### src/rtl/papl_pkg.sv
package papl_pkg;

    localparam int PAIRS_PER_BUFFER = 1152;
    localparam int POS_W  = (PAIRS_PER_BUFFER > 1) ? $clog2(PAIRS_PER_BUFFER) : 1;
    localparam int DEPTH  = 2 * PAIRS_PER_BUFFER;
    localparam int ADDR_W = $clog2(DEPTH);

    localparam logic OP_WRITE = 1'b0;
    localparam logic OP_TICK  = 1'b1;

    typedef enum logic [1:0] {
        CFG_DAC_OFFSET = 2'd0,
        CFG_DAC_GAIN   = 2'd1,
        CFG_DAC_SHIFT  = 2'd2,
        CFG_PWM_PERIOD = 2'd3
    } t_cfg_idx;

    typedef struct packed {
        logic valid;
        logic write_accepted;
        logic underflow;
        logic sample_valid;
    } t_flags;

    typedef struct packed {
        logic signed [31:0] dac_offset;
        logic [15:0]        dac_gain;
        logic [4:0]         dac_shift;
        logic [15:0]        pwm_period;
    } t_cfg;

endpackage

### src/rtl/papl_scale.sv
module papl_scale (
    input  logic               i_clk,
    input  logic               i_rst_n,
    input  logic               i_en,
    input  papl_pkg::t_flags   i_flags,
    input  logic [31:0]        i_pair,
    input  papl_pkg::t_cfg     i_cfg,
    output papl_pkg::t_flags   o_flags,
    output logic [11:0]        o_dac_left,
    output logic [11:0]        o_dac_right,
    output logic [15:0]        o_pwm_left,
    output logic [15:0]        o_pwm_right
);

    papl_pkg::t_flags   r_flags;
    logic signed [32:0] r_prod_l, r_prod_r;
    logic [31:0]        r_pwm_l, r_pwm_r;

    logic signed [32:0] n_prod_l, n_prod_r;
    logic [31:0]        n_pwm_l, n_pwm_r;
    logic signed [16:0] gain_s;
    logic signed [33:0] sum_l, sum_r;
    logic signed [33:0] sh_l, sh_r;

    assign gain_s   = $signed({1'b0, i_cfg.dac_gain});
    assign n_prod_l = gain_s * $signed(i_pair[15:0]);
    assign n_prod_r = gain_s * $signed(i_pair[31:16]);
    // sample + 32768 is the sample with its sign bit flipped
    assign n_pwm_l  = {i_pair[15] ^ 1'b1, i_pair[14:0]} * i_cfg.pwm_period;
    assign n_pwm_r  = {i_pair[31] ^ 1'b1, i_pair[30:16]} * i_cfg.pwm_period;

    always_ff @(posedge i_clk) begin
        if (!i_rst_n) begin
            r_flags <= '0;
        end else if (i_en) begin
            r_flags <= i_flags;
        end
    end

    always_ff @(posedge i_clk) begin
        if (i_en) begin
            r_prod_l <= n_prod_l;
            r_prod_r <= n_prod_r;
            r_pwm_l  <= n_pwm_l;
            r_pwm_r  <= n_pwm_r;
        end
    end

    assign sum_l = 34'(i_cfg.dac_offset) + 34'(r_prod_l);
    assign sum_r = 34'(i_cfg.dac_offset) + 34'(r_prod_r);
    assign sh_l  = sum_l >>> i_cfg.dac_shift;
    assign sh_r  = sum_r >>> i_cfg.dac_shift;

    assign o_flags     = r_flags;
    assign o_dac_left  = r_flags.sample_valid ? sh_l[11:0] : '0;
    assign o_dac_right = r_flags.sample_valid ? sh_r[11:0] : '0;
    assign o_pwm_left  = r_flags.sample_valid ? r_pwm_l[31:16] : '0;
    assign o_pwm_right = r_flags.sample_valid ? r_pwm_r[31:16] : '0;

endmodule

### config.mk
export PLATFORM = sky130hd
export DESIGN_NAME = papl_scale
export DESIGN_NICKNAME = d
export VERILOG_FILES = /design/src/rtl/papl_pkg.sv /design/src/rtl/papl_scale.sv
export SDC_FILE = /design/constraint.sdc
export NUM_CORES = 2
export LEC_CHECK = 0
export BUFFER_PORTS_ARGS = -buffer_cell sky130_fd_sc_hd__buf_4
export CAP_MARGIN = 20
export CORE_ASPECT_RATIO = 0.7
export CORE_UTILIZATION = 35
export DETAILED_ROUTE_END_ITERATION = 6
export SLEW_MARGIN = 20
export SYNTH_ARGS = -nofsm -noshare
export SYNTH_HDL_FRONTEND = slang
export SYNTH_SLANG_ARGS = --single-unit
### constraint.sdc
create_clock -name i_clk -period 7.1 [get_ports i_clk]
set_clock_uncertainty 0.15 [all_clocks]
set_input_delay 1.42 -clock i_clk [delete_from_list [all_inputs] [get_ports i_clk]]
set_output_delay 1.42 -clock i_clk [all_outputs]
set_load 0.01 [all_outputs]
==> impl_metrics.env <==
export IMPL_status="finished with violations"
export IMPL_violations="design-rule violations, negative setup slack"
export IMPL_tightest_slew_ns=0.878
export IMPL_cts_tree="built"
export IMPL_grt_usage_pct=21.8
export IMPL_drtIter0Drc=3008
export IMPL_layout_min_cycle_time_ns=7.20
export IMPL_min_to="o_flags[1]$_SDFFE_PN0P_"
export IMPL_drc=2
export IMPL_synth_ff_type="edfxtp_1"
export IMPL_io_pins=168
export IMPL_clk_path_buf_depth=2
export IMPL_design_area_sq_um=51700
export IMPL_hold_slack_ns=0.378
export IMPL_max_cap_violations=0
export IMPL_syn_area_sq_um=43700
export IMPL_fmax_ghz=0.139
export IMPL_drive_gt1_share_pct=16.8
export IMPL_rsz0062_at_grt="true"
export IMPL_maxSlewViolCount=0
export IMPL_finalNonFillerCells=7048
export IMPL_critical_path_arrival_ns=7.27
export IMPL_synth_edf_count=98
export IMPL_cts_sinks=102
export IMPL_routed_wl_um=136000
export IMPL_vias=35800
export IMPL_postPlaceCellArea_sq_um=49700
export IMPL_antenna_found_initial=9
export IMPL_async_reset_ff_share_pct=0
export IMPL_place_congestion=0.937
export IMPL_layout_nets=6787
export IMPL_clk_latency_ns=0.42
export IMPL_area_growth_synth_to_final_pct=18.4
export IMPL_synth_fp_nets=6407
export IMPL_syn_inst=5011
export IMPL_min_delay_start="o_flags[1]$_SDFFE_PN0P_"
export IMPL_clk_pin_slew_ns=0.12
export IMPL_syn_avg_cell_area_sq_um=8.71
export IMPL_die_area_sq_um=126000
export IMPL_reg2reg_from="o_flags[0]$_SDFFE_PN0P_"
export IMPL_die_y_um=297
export IMPL_antenna_left=0
export IMPL_holdBufCountCts=0
export IMPL_port_buffer_count=167
export IMPL_fin_ws_ns=-0.102
export IMPL_final_period_utilization_pct=101
export IMPL_setup_viol=6
export IMPL_grt_max_degree=62
export IMPL_grt_pass1_vias=36100
export IMPL_crit_path_start_kind="primary input"
export IMPL_hpwl_um=115000
export IMPL_ys_ff_latch=102
export IMPL_synth_distinct_cells=93
export IMPL_ys_seq_area_share_pct=6.92
export IMPL_rr_worst_depth=3
export IMPL_core_area_sq_um=124000
export IMPL_fill_cells=12300
export IMPL_vias_per_cell=5.08
export IMPL_hold_violations=0
export IMPL_clockRootBuffer="clkbuf_16"
export IMPL_hp_class="flop to flop"
export IMPL_first_pass_iters=7
export IMPL_grt_overflow=0
export IMPL_whs_path_depth=2
export IMPL_worst_setup_path_end_kind="flop"
export IMPL_start_util_pct=35.3
export IMPL_row_count=108
export IMPL_slew_headroom_pct=41.4
export IMPL_ff2ff_setup_slack_ns=5.35
export IMPL_cp_required_ns=7.17
export IMPL_wl_per_cell_um=19.3
export IMPL_fin_setup_tns_ns=-0.249
export IMPL_ys_warn_count=0
export IMPL_dp_cells=6984
export IMPL_cts_made_buffers=9
export IMPL_path_class="primary input to flop"
export IMPL_grt_pass1_wl_um=213000
export IMPL_htree_num_levels=3
export IMPL_crit_fanout=7
export IMPL_r2r_end="o_flags[0]$_SDFFE_PN0P_"
export IMPL_die_w_um=424
## worst max-delay path, stage by stage
cell      delay [ns]
buf_12          0.12
and2_4          0.14
fa_1            0.53
inv_1           0.05
fa_1            0.45
fa_1            0.49
inv_1           0.05
fa_1            0.46
fa_1            0.49
inv_1           0.05
fa_1            0.49
inv_2           0.05
ha_4            0.21
a21o_1          0.17
a211o_1         0.33
a211oi_2        0.19
a311oi_2        0.17
o211ai_1        0.31
o22ai_4         0.18
o211ai_1        0.26
nand3_2         0.14
or2_4           0.27
a21oi_4         0.15
xnor2_2         0.08
## cells in the mapped netlist (all sizes together), types with 8 or more instances
cell,count,area (sq um)
mux2,15,176
and2,495,3100
xnor2,96,841
nand2,658,2470
nand4,16,100
o211ai,33,253
o21a,28,210
a221oi,8,70.1
nor2b,35,219
o31ai,15,145
mux2i,51,510
fa,776,15500
nor4,8,56.3
mux4,16,360
o22ai,17,106
a31o,8,70.1
xor2,46,403
a211oi,39,313
inv,969,3640
or3,16,100
buf,23,120
clkbuf,244,916
nor2,180,683
a21o,64,480
a31oi,28,188
nor3,42,210
nand3,33,165
nand2b,31,194
a21oi,156,800
ha,512,6410
edfxtp,98,2940
and3,17,106
o21ai,106,542
o21bai,13,97.6
## how the worst max path moves through the flow
stage                    start                      to  slack [ns]  cells after the start
CTS                 i_pair[22]   r_pwm_r[30]$_DFFE_PP_       -0.18                     25
global placement    i_pair[21]   r_pwm_r[30]$_DFFE_PP_       -0.79                     25
finish                i_cfg[4]   r_pwm_r[30]$_DFFE_PP_       -0.10                     24
detailed placement   i_pair[7]   r_pwm_l[31]$_DFFE_PP_       -0.84                     24
global route        i_pair[24]   r_pwm_r[31]$_DFFE_PP_       -0.30                     25
floorplan            i_pair[4]  r_prod_l[29]$_DFFE_PP_       -0.20                     24
## cell families (layout without fill, tap and decap cells)
| group | count (synthesis) | in the layout | synth area share (%) |
|---|---|---|---|
| AO/OA/AOI/OAI | 610 | 610 | 9.58 |
| XOR/XNOR | 142 | 142 | 2.85 |
| adder cells (fa/ha/maj) | 1288 | 1288 | 50.3 |
| buffers and inverters | 1238 | 1623 | 10.7 |
| flip-flops | 102 | 102 | 6.92 |
| multiplexers | 82 | 82 | 2.40 |
| other | 0 | 2 | 0 |
| AND/OR/NAND/NOR | 1549 | 1549 | 17.3 |
## timing repair
action,4_1_cts,5_1_grt
pin swaps,81,114
setup buffers,24,20
resized for setup,135,164
endpoints found under the hold margin,0,0
gates cloned,2,4
setup endpoints to repair,34,40
## area by class of cell
type / instances / area, sq um / area share (%)
flip-flops and latches: 102 / 3020 / 5.85
clock buffers: 9 / 225 / 0.436
well taps: 1650 / 2060 / 3.99
clock inverters: 7 / 88.8 / 0.172
diodes: 2 / 5.00 / 0.00968
repair buffers: 636 / 5730 / 11.1
multi-input cells: 3671 / 36900 / 71.4
inverters: 971 / 3650 / 7.06
## metal layers
metal  track usage (%)  part of all wire, %  routed length, um  vias to the layer above
li1                  -                    -                  -                    16500
met1              34.6                   49              66700                    18000
met2              30.8                   41              56400                     1205
met3              3.55                  8.0              10800                       97
met4              3.36                  1.6               2140                        8
met5                 0                0.046                 62                        -
## sequential cells by signal, indices dropped and copies added (netlist names)
signal,flops
r_prod_l,33
r_prod_r,33
r_pwm_l,16
r_pwm_r,16
o_flags,4
## cells in the final DEF (no fill, tap or decap), types with 13 or more instances in the layout
cell / synthesis / final
nand3_1: 33 / 30
buf_6: 2 / 44
xnor2_1: 96 / 90
fa_2: 0 / 26
a211oi_1: 35 / 31
ha_1: 512 / 492
nand2_1: 658 / 651
and3_1: 17 / 16
clkbuf_16: 0 / 13
o21a_1: 28 / 26
and2_4: 0 / 24
mux2i_1: 51 / 51
mux2_2: 13 / 13
a21o_1: 64 / 64
xor2_1: 46 / 45
nor3_1: 42 / 40
a21oi_1: 153 / 137
nor2b_1: 35 / 34
o21ai_1: 11 / 18
edfxtp_1: 98 / 98
a31oi_1: 26 / 20
inv_2: 2 / 27
and2_1: 495 / 471
buf_8: 0 / 17
fa_1: 776 / 750
mux4_2: 16 / 16
buf_4: 0 / 528
nor2_1: 177 / 167
or3_1: 16 / 16
o21ai_0: 92 / 80
ha_4: 0 / 17
inv_1: 967 / 942
nand4_1: 16 / 16
buf_12: 0 / 37
o22ai_1: 17 / 16
nand2b_1: 31 / 31
o211ai_1: 32 / 32
## per-stage QoR
stage	util [%]	worst slack (ns)
4_1_cts	41.0	-0.177
3_5_place_dp	40.1	-0.844
3_3_place_gp	40.1	-0.792
2_1_floorplan	-	-0.201
5_1_grt	41.8	-0.297
6_report	41.8	-0.102
Power is not shown: default switching activity piles up to over one toggle a cycle in this logic, so the estimate is an artifact.
